`config.mk`:
```
export PLATFORM = sky130hd
export DESIGN_NAME = sof_length_crc16_frame_parser_top
export DESIGN_NICKNAME = d
export VERILOG_FILES = /design/src/sv/slcfp_pkg.sv /design/src/sv/slcfp_parser.sv /design/src/sv/sof_length_crc16_frame_parser_top.sv
export SDC_FILE = /design/constraint.sdc
export NUM_CORES = 1
export LEC_CHECK = 0
export ABC_AREA = 0
export BUFFER_PORTS_ARGS = -buffer_cell sky130_fd_sc_hd__buf_2
export CORE_ASPECT_RATIO = 1.5
export CORE_UTILIZATION = 60
export DETAILED_ROUTE_END_ITERATION = 6
export GPL_ROUTABILITY_DRIVEN = 0
export HOLD_SLACK_MARGIN = 0.05
export PLACE_DENSITY = 0.81
export SYNTH_ARGS = -nofsm -noshare
export SYNTH_HDL_FRONTEND = slang
export SYNTH_SLANG_ARGS = --single-unit
```
`constraint.sdc`:
```
create_clock -name clk -period 7.9 [get_ports clk]
set_clock_uncertainty 0.1 [all_clocks]
set_input_delay 0 -clock clk [delete_from_list [all_inputs] [get_ports clk]]
set_output_delay 0 -clock clk [all_outputs]
set_load 0.05 [all_outputs]
```
`src/sv/slcfp_pkg.sv`:
```
package slcfp_pkg;

    localparam int ByteW = 8;
    localparam int WordW = 16;
    localparam int KindW = 2;
    localparam int CfgIndexW = 2;

    localparam logic [WordW-1:0] CrcPoly = 16'h1021;

    localparam logic [ByteW-1:0] StartFirstReset = 8'hAA;
    localparam logic [ByteW-1:0] StartSecondReset = 8'h55;
    localparam logic [WordW-1:0] CrcSeedReset = 16'hFFFF;
    localparam logic [WordW-1:0] MaxLengthReset = 16'd1024;

    localparam logic [CfgIndexW-1:0] RegStartFirst = 2'd0;
    localparam logic [CfgIndexW-1:0] RegStartSecond = 2'd1;
    localparam logic [CfgIndexW-1:0] RegCrcSeed = 2'd2;
    localparam logic [CfgIndexW-1:0] RegMaxLength = 2'd3;

    typedef enum logic [KindW-1:0] {
        EV_PAYLOAD = 2'd0,
        EV_GOOD = 2'd1,
        EV_CRC_BAD = 2'd2,
        EV_TOO_LONG = 2'd3
    } event_kind_t;

    typedef struct packed {
        logic [ByteW-1:0] start_first;
        logic [ByteW-1:0] start_second;
        logic [WordW-1:0] crc_seed;
        logic [WordW-1:0] max_length;
    } cfg_t;

    function automatic logic [WordW-1:0] crc_update(
        input logic [WordW-1:0] crc_in,
        input logic [ByteW-1:0] data
    );
        logic [WordW-1:0] crc;
        crc = crc_in ^ {data, 8'h00};
        for (int i = 0; i < ByteW; i++) begin
            if (crc[WordW-1])
            begin
                crc = {crc[WordW-2:0], 1'b0} ^ CrcPoly;
            end
            else
            begin
                crc = {crc[WordW-2:0], 1'b0};
            end
        end
        return crc;
    endfunction

endpackage

```
`src/sv/slcfp_parser.sv`:
```
module slcfp_parser
    import slcfp_pkg::*;
(
    input  logic             clk,
    input  logic             rst_n,
    input  cfg_t             cfg,
    input  logic             byte_valid,
    input  logic [ByteW-1:0] byte_in,
    output logic             slot_free,
    output logic             out_valid,
    input  logic             out_ready,
    output logic [KindW-1:0] event_kind,
    output logic [ByteW-1:0] frame_type,
    output logic [WordW-1:0] frame_length,
    output logic [ByteW-1:0] data_byte,
    output logic [WordW-1:0] payload_index,
    output logic [WordW-1:0] received_crc
);

    typedef enum logic [2:0] {
        PH_HUNT,
        PH_SECOND,
        PH_TYPE,
        PH_LEN_LO,
        PH_LEN_HI,
        PH_PAYLOAD,
        PH_CRC_LO,
        PH_CRC_HI
    } phase_t;

    phase_t           phase_reg, phase_next;
    logic [ByteW-1:0] type_reg, type_next;
    logic [WordW-1:0] length_reg, length_next;
    logic [WordW-1:0] seen_reg, seen_next;
    logic [WordW-1:0] crc_reg, crc_next;
    logic [ByteW-1:0] crc_lo_reg, crc_lo_next;

    logic             out_valid_reg, out_valid_next;
    event_kind_t      kind_reg, kind_next;
    logic [ByteW-1:0] otype_reg, otype_next;
    logic [WordW-1:0] olen_reg, olen_next;
    logic [ByteW-1:0] odata_reg, odata_next;
    logic [WordW-1:0] oidx_reg, oidx_next;
    logic [WordW-1:0] orcrc_reg, orcrc_next;

    logic             fire;
    logic             emit;
    logic [WordW-1:0] crc_step;
    logic [WordW-1:0] seen_inc;
    logic [WordW-1:0] rx_crc;

    assign slot_free = !out_valid_reg || out_ready;
    assign fire = byte_valid && slot_free;
    assign crc_step = crc_update(crc_reg, byte_in);
    assign seen_inc = seen_reg + 16'd1;
    assign rx_crc = {byte_in, crc_lo_reg};

    always_comb
    begin
        phase_next = phase_reg;
        type_next = type_reg;
        length_next = length_reg;
        seen_next = seen_reg;
        crc_next = crc_reg;
        crc_lo_next = crc_lo_reg;
        emit = 1'b0;
        kind_next = kind_reg;
        odata_next = odata_reg;
        oidx_next = oidx_reg;
        orcrc_next = orcrc_reg;
        case (phase_reg)
            PH_HUNT:
            begin
                if (byte_in == cfg.start_first)
                begin
                    phase_next = PH_SECOND;
                end
            end
            PH_SECOND:
            begin
                if (byte_in == cfg.start_second)
                begin
                    phase_next = PH_TYPE;
                end
                else if (byte_in != cfg.start_first)
                begin
                    phase_next = PH_HUNT;
                end
            end
            PH_TYPE:
            begin
                type_next = byte_in;
                crc_next = crc_update(cfg.crc_seed, byte_in);
                phase_next = PH_LEN_LO;
            end
            PH_LEN_LO:
            begin
                length_next = {8'h00, byte_in};
                crc_next = crc_step;
                phase_next = PH_LEN_HI;
            end
            PH_LEN_HI:
            begin
                length_next = {byte_in, length_reg[ByteW-1:0]};
                crc_next = crc_step;
                seen_next = '0;
                if (length_next > cfg.max_length)
                begin
                    phase_next = PH_HUNT;
                    emit = 1'b1;
                    kind_next = EV_TOO_LONG;
                    odata_next = '0;
                    oidx_next = '0;
                    orcrc_next = '0;
                end
                else if (length_next == '0)
                begin
                    phase_next = PH_CRC_LO;
                end
                else
                begin
                    phase_next = PH_PAYLOAD;
                end
            end
            PH_PAYLOAD:
            begin
                crc_next = crc_step;
                seen_next = seen_inc;
                if (seen_inc >= length_reg)
                begin
                    phase_next = PH_CRC_LO;
                end
                emit = 1'b1;
                kind_next = EV_PAYLOAD;
                odata_next = byte_in;
                oidx_next = seen_reg;
                orcrc_next = '0;
            end
            PH_CRC_LO:
            begin
                crc_lo_next = byte_in;
                phase_next = PH_CRC_HI;
            end
            PH_CRC_HI:
            begin
                phase_next = PH_HUNT;
                emit = 1'b1;
                kind_next = (rx_crc == crc_reg) ? EV_GOOD : EV_CRC_BAD;
                odata_next = '0;
                oidx_next = '0;
                orcrc_next = rx_crc;
            end
            default:
            begin
                phase_next = PH_HUNT;
            end
        endcase
        otype_next = type_next;
        olen_next = length_next;
        out_valid_next = fire ? emit : (out_valid_reg && !out_ready);
    end

    always_ff @(posedge clk or negedge rst_n)
    begin
        if (!rst_n)
        begin
            phase_reg <= PH_HUNT;
            type_reg <= '0;
            length_reg <= '0;
            seen_reg <= '0;
            crc_reg <= CrcSeedReset;
            crc_lo_reg <= '0;
            out_valid_reg <= 1'b0;
        end
        else
        begin
            out_valid_reg <= out_valid_next;
            if (fire)
            begin
                phase_reg <= phase_next;
                type_reg <= type_next;
                length_reg <= length_next;
                seen_reg <= seen_next;
                crc_reg <= crc_next;
                crc_lo_reg <= crc_lo_next;
            end
        end
    end

    always_ff @(posedge clk)
    begin
        if (fire && emit)
        begin
            kind_reg <= kind_next;
            otype_reg <= otype_next;
            olen_reg <= olen_next;
            odata_reg <= odata_next;
            oidx_reg <= oidx_next;
            orcrc_reg <= orcrc_next;
        end
    end

    assign out_valid = out_valid_reg;
    assign event_kind = kind_reg;
    assign frame_type = otype_reg;
    assign frame_length = olen_reg;
    assign data_byte = odata_reg;
    assign payload_index = oidx_reg;
    assign received_crc = orcrc_reg;

endmodule

```
`src/sv/sof_length_crc16_frame_parser_top.sv`:
```
// Serial frame parser that takes one received byte per transfer and hunts for a
// two-byte start marker, then reads a type byte, a little-endian 16-bit length,
// the payload and a little-endian CRC-16 (polynomial 0x1021, MSB first, seeded
// from crc_seed and covering type, length and payload). Each payload byte comes
// out as its own transfer; the last CRC byte gives a good or mismatch verdict,
// and a length above max_length gives an error and restarts the hunt. A byte
// passes through an input register and the parsing and CRC logic into the
// result register, so one byte is taken every cycle as long as results are
// taken, and each result is held in the result register until it is taken.
// Registers are written through the cfg port and take effect at once.
module sof_length_crc16_frame_parser_top
    import slcfp_pkg::*;
(
    input  logic                 clk,
    input  logic                 rst_n,
    input  logic                 cfg_valid,
    output logic                 cfg_ready,
    input  logic [CfgIndexW-1:0] cfg_index,
    input  logic [WordW-1:0]     cfg_data,
    input  logic                 in_valid,
    output logic                 in_ready,
    input  logic [ByteW-1:0]     rx_byte,
    output logic                 out_valid,
    input  logic                 out_ready,
    output logic [KindW-1:0]     event_kind,
    output logic [ByteW-1:0]     frame_type,
    output logic [WordW-1:0]     frame_length,
    output logic [ByteW-1:0]     data_byte,
    output logic [WordW-1:0]     payload_index,
    output logic [WordW-1:0]     received_crc
);

    cfg_t             cfg_reg;
    logic             in_valid_reg;
    logic [ByteW-1:0] in_byte_reg;
    logic             slot_free;

    assign cfg_ready = 1'b1;
    assign in_ready = !in_valid_reg || slot_free;

    always_ff @(posedge clk or negedge rst_n)
    begin
        if (!rst_n)
        begin
            cfg_reg.start_first <= StartFirstReset;
            cfg_reg.start_second <= StartSecondReset;
            cfg_reg.crc_seed <= CrcSeedReset;
            cfg_reg.max_length <= MaxLengthReset;
            in_valid_reg <= 1'b0;
        end
        else
        begin
            if (cfg_valid)
            begin
                case (cfg_index)
                    RegStartFirst:  cfg_reg.start_first <= cfg_data[ByteW-1:0];
                    RegStartSecond: cfg_reg.start_second <= cfg_data[ByteW-1:0];
                    RegCrcSeed:     cfg_reg.crc_seed <= cfg_data;
                    RegMaxLength:   cfg_reg.max_length <= cfg_data;
                    default:        cfg_reg <= cfg_reg;
                endcase
            end
            if (in_ready)
            begin
                in_valid_reg <= in_valid;
            end
        end
    end

    always_ff @(posedge clk)
    begin
        if (in_valid && in_ready)
        begin
            in_byte_reg <= rx_byte;
        end
    end

    slcfp_parser u_parser (
        .clk           (clk),
        .rst_n         (rst_n),
        .cfg           (cfg_reg),
        .byte_valid    (in_valid_reg),
        .byte_in       (in_byte_reg),
        .slot_free     (slot_free),
        .out_valid     (out_valid),
        .out_ready     (out_ready),
        .event_kind    (event_kind),
        .frame_type    (frame_type),
        .frame_length  (frame_length),
        .data_byte     (data_byte),
        .payload_index (payload_index),
        .received_crc  (received_crc)
    );

endmodule

```
==> metrics.txt, run 1 <==
run status=finished clean; via count=6,632; sequential cell area=5200 um2; Pre-antenna DRT Iters=5; commonest cells after routing, fill and taps aside=97 x buf_2, 82 x nand2_1, 76 x dfrtp_1; Filler Cells Inserted=1,130; initial antenna violation count=0; Max Used Layer=met4; area of the die=16,500 um2; layout cells sized above 1=26.5%; initial core utilization=61.4%; fin crit period=3760 ps; Worst Setup End Kind=flip-flop; RSZ-0062 raised after global routing=no; WHS=88.6 ps; Reg2Reg Setup Slack=4140 ps; H-tree Lvls=4; Worst-path clk slew=70 ps; drt drc=0; Reg-to-Reg End=u_parser.frame_type[5]; fin. max-slew vios=0; Die Width=105 um; final wirelength=21.4 mm; Comb power frac=41.6%; Setup TNS=0 ps; routed wl met3=846 um; critical path startpoint=in_byte_reg[6]; # rows=56; average wire per standard cell=18.4 um; worst min path class=primary input to async pin; crit path kind=flip-flop to flip-flop; CTS Buf Count=17; Final Hold Fails=0; Peak Freq=0.266 GHz; Clock Sinks=191; Distinct cells, synth=51; first-pass GRT wire length=34.0 mm; vias in the first global route=6,616; peak supply drop=0.189 mV; Slew HR=19.4%; part of the cycle the worst path needs=47.6%; vias per inst=5.71; ys async rst share=61.3%; cells after synthesis=834; clk_lat worst skew=430 ps; PwrDens=394 nW/um2; footprint of the multi-input gates=4070 um2; port bufs=98; #FFs+latches synth=191; area delta synth->final=15.3%; most common cell after layout, fill and taps aside=buf_2; initial drt markers=393; M1 WL=8.59 mm; Lkg Pwr=0.00476 uW; dominant synthesized flop cell=dfrtp_1; Largest register FFs=48; DP Wirelength=14.6 mm; sequential share of power=39.4%; CP Launch Type=flip-flop; ANT cells=0; start of the worst register-to-register path=in_byte_reg[6]; CP required=7840 ps; Nets=1,009; critical path arrival=3700 ps; # setup viols final=0; MaxCap Viol Count=0; number of synthesized flops with an enable pin=74; Worst Tran Pin Value=1210 ps; CTS resizes=0; Root Buffer Master=clkbuf_16; Total GRT Usage=27.2%; synth warn=0; largest net degree at the start of global routing=62; Die Y-Extent=157 um; Post-Synthesis Cell Area=9590 um2; core area=15,600 um2; # placed instances=1,099; r2r worst-path depth=7; Finished Layout Cells=1,161; Final Power=4360 uW; Clock Power Share=19.0%; # IOs=100; cell internal pwr=2500 uW; CTS max path bufs=2; P_sw=1870 uW; worst-path fanout max=24; TritonCTS clock tree=yes; total grt overflow=0; Syn Area/Cell=11.5 um2; sw frac=42.8%; Seq/Total Area, Yosys=54.2%; syn nets=898; met2 routed WL=11.2 mm; DRT antenna net count=0
-- layer usage --
layer | GRT usage [%] | vias to the layer above
met5 | 0 | -
met4 | 12.2 | 0
met3 | 3.71 | 49
met2 | 47.6 | 222
met1 | 33.5 | 3221
li1 | - | 3140
-- worst max-delay path, stage by stage, from the launching register on --
cell      delay, ps
edfxtp_1        700
ha_1            470
nand4_1         150
nor4_1          350
a21boi_1        250
o31ai_1         140
o21a_1          250
nor2_2          950
-- logic make-up (layout without fill, tap and decap cells) --
| kind of cell | count (synthesis) | after routing | synth area share [%] |
|---|---|---|---|
| flip-flops | 191 | 191 | 54.2 |
| other | 1 | 1 | 0.0391 |
| AND/OR/NAND/NOR | 227 | 227 | 11.8 |
| multiplexers | 81 | 81 | 9.39 |
| buffers and inverters | 78 | 202 | 3.44 |
| XOR/XNOR | 93 | 93 | 8.80 |
| adder cells (fa/ha/maj) | 33 | 33 | 4.30 |
| AO/OA/AOI/OAI | 130 | 130 | 8.00 |
-- what timing repair did --
action / CTS / global route
setup buffers: 0 / 0
hold endpoints to repair: 126 / 0
hold buffers: 30 / 0
-- synthesized netlist by cell type, drive strengths merged (2+ instances only) --
cell    instances  area share, %
a211oi          6           0.52
a21o            2           0.16
a21oi          38            2.0
a22o            4           0.37
and2           44            2.9
and3            9           0.59
and4            4           0.37
buf            17            1.1
clkbuf         22           0.86
dfrtp          76             20
dfstp          41             11
edfxtp         74             23
ha             33            4.3
inv            39            1.5
mux2           72            8.5
mux2i           9           0.94
nand2          82            3.2
nand2b          2           0.13
nand3          11           0.57
nand3b         11           0.86
nand4           5           0.33
nor2           39            1.5
nor2b           3           0.20
nor3            3           0.16
nor4           11           0.72
o211ai          2           0.16
o21ai          55            2.9
o22ai           5           0.33
o31ai           9           0.70
xnor2          46            4.4
xor2           47            4.4
-- how the worst max path moves through the flow --
| stage | end |
|---|---|
| after global routing | u_parser.frame_type[0] |
| final | u_parser.frame_type[5] |
| after detailed placement | u_parser.received_crc[1] |
| after global placement | u_parser.payload_index[1] |
| after floorplan | u_parser.data_byte[0] |
| after CTS | u_parser.received_crc[15] |
-- power groups by stage --
stage	logic, uW	clock network [uW]	registers, uW
4_1_cts	1810	839	1710
5_1_grt	1980	874	1750
3_5_place_dp	1780	0	1730
6_report	1810	830	1720
3_3_place_gp	1740	0	1720
2_1_floorplan	1060	0	2020
-- cell type report --
cell class,count,share of cell area [%]
Sequential cell,191,47.0
Multi-Input combinational cell,565,36.8
Timing Repair Buffer,131,7.38
Clock buffer,18,3.88
Tap cell,203,2.30
Inverter,39,1.32
Clock inverter,14,1.29
-- through the flow --
stage / utilization, % / setup WS (ps) / instance area, um2
floorplan: - / 3790 / 9590
global placement: 65.2 / 4270 / 10200
detailed placement: 65.2 / 4160 / 10200
CTS: 70.8 / 4160 / 11100
global route: 70.8 / 3890 / 11100
finish: 70.8 / 4140 / 11100
No activity file was read; power rests on OpenSTA's default activity.
==> run 2, diff against run 1 <==
- CORE_UTILIZATION: 60 -> 59
- PLACE_DENSITY: 0.81 -> 0.8
- clock period: 7.9 -> 3.6 ns (I/O delays scaled with it)
==> metrics.txt, run 2 (synthesis results as in run 1) <==
run status=finished clean; Setup Fix Bufs, Post-CTS=0; Slew HR=25.0%; vias per inst=5.67; path length in cells of the critical path=12; part of the cycle the worst path needs=82.6%; layout cells sized above 1=27.4%; commonest cells after routing, fill and taps aside=97 x buf_2, 82 x nand2_1, 76 x dfrtp_1; # rows=56; Peak Freq=0.336 GHz; worst path cell trace=and3_1 -> and3_1 -> and4_1 -> nand3_1 -> xnor2_1 -> ha_1 -> a211oi_1 -> o211ai_1 -> nor2_1 -> a21oi_1 -> nand3_1 -> o2bb2ai_1; CP required=3800 ps; Worst Setup End Kind=flip-flop; MaxCap Viol Count=0; drt drc=0; Lkg Pwr=0.00484 uW; initial drt markers=326; Pre-antenna DRT Iters=7; # IOs=100; Final Power=9700 uW; Slowest-stage cell, CP=dfrtp_1; critical path arrival=3180 ps; Nets=1,021; worst min path class=primary input to async pin; final wirelength=21.4 mm; Setup TNS=0 ps; largest net degree at the start of global routing=73; TritonCTS clock tree=yes; # setup viols final=0; clk_lat worst skew=430 ps; Area after DPL=10,300 um2; Clock Sinks=191; fin crit period=2970 ps; Buf/Inv on CP=0; via count=6,656; Worst Tran Pin Value=1120 ps; RSZ-0062 raised after global routing=no; Die Y-Extent=158 um; first-pass GRT wire length=34.2 mm; core area=15,800 um2; port bufs=98; CTS max path bufs=2; PwrDens=866 nW/um2; vias in the first global route=6,615; initial core utilization=60.8%; r2r worst-path depth=12; worst-path fanout max=7; final core occ=71.0%; delay-heaviest family, CP=simple AND/OR/NAND/NOR gates; total grt overflow=0; Worst-path clk slew=70 ps; CP Launch Type=flip-flop; Largest register FFs=48; peak supply drop=0.495 mV; CTS Buf Count=17; Final Cell Area=11,200 um2; CTS resizes=0; max incr delay on CP=440 ps; crit path kind=flip-flop to flip-flop; Final Hold Fails=0; H-tree Lvls=4; area delta synth->final=16.7%; area of the die=16,800 um2; ANT cells=0; Total GRT Usage=27.1%; most common cell after layout, fill and taps aside=buf_2; Die Width=106 um; DP Wirelength=14.8 mm; # placed instances=1,111; DRT antenna net count=0; Root Buffer Master=clkbuf_16; average wire per standard cell=18.3 um; Finished Layout Cells=1,173; fin. max-slew vios=0; Post-CTS Hold Buffers=30; initial antenna violation count=0
-- run 2: final cells by class --
class | instances | area [um2]
repair buffers | 143 | 918
clock buffers | 17 | 425
inverters | 39 | 146
clock inverters | 15 | 171
flip-flops and latches | 191 | 5200
fillers | 1138 | 4570
well taps | 203 | 254
multi-input cells | 565 | 4080
-- run 2: routing by layer --
layer | up-vias | track usage, % | share of wire, %
met5 | - | 0 | 0
met4 | 0 | 13.7 | 3.9
met3 | 51 | 4.03 | 4.5
met2 | 222 | 47.4 | 52
met1 | 3239 | 32.5 | 40
li1 | 3144 | - | -
-- run 2: final timing paths --
check | from | end | slack, ps
setup / recovery | u_parser.seen_reg[2] | u_parser.phase_reg[1] | 630
hold / removal | rst_n | u_parser.crc_lo_reg[7] | 170
setup reg to reg | u_parser.seen_reg[2] | u_parser.phase_reg[1] | 630
hold reg to reg | u_parser.crc_reg[8] | u_parser.crc_reg[8] | 370
max in group asynchronous | rst_n | cfg_reg[18] | 2290
min in group clk | cfg_valid | cfg_reg[37] | 170
-- run 2: power by group --
group / internal (uW) / switching, uW
clock network: 1050 / 862
logic: 1440 / 2680
registers: 3170 / 504
total: 5650 / 4050
-- run 2: per-stage QoR --
stage	hold WS, ps	setup WS [ps]
final	169	626
after global routing	174	457
after CTS	137	668
after detailed placement	81.3	693
after global placement	78.4	756
after floorplan	-396	183
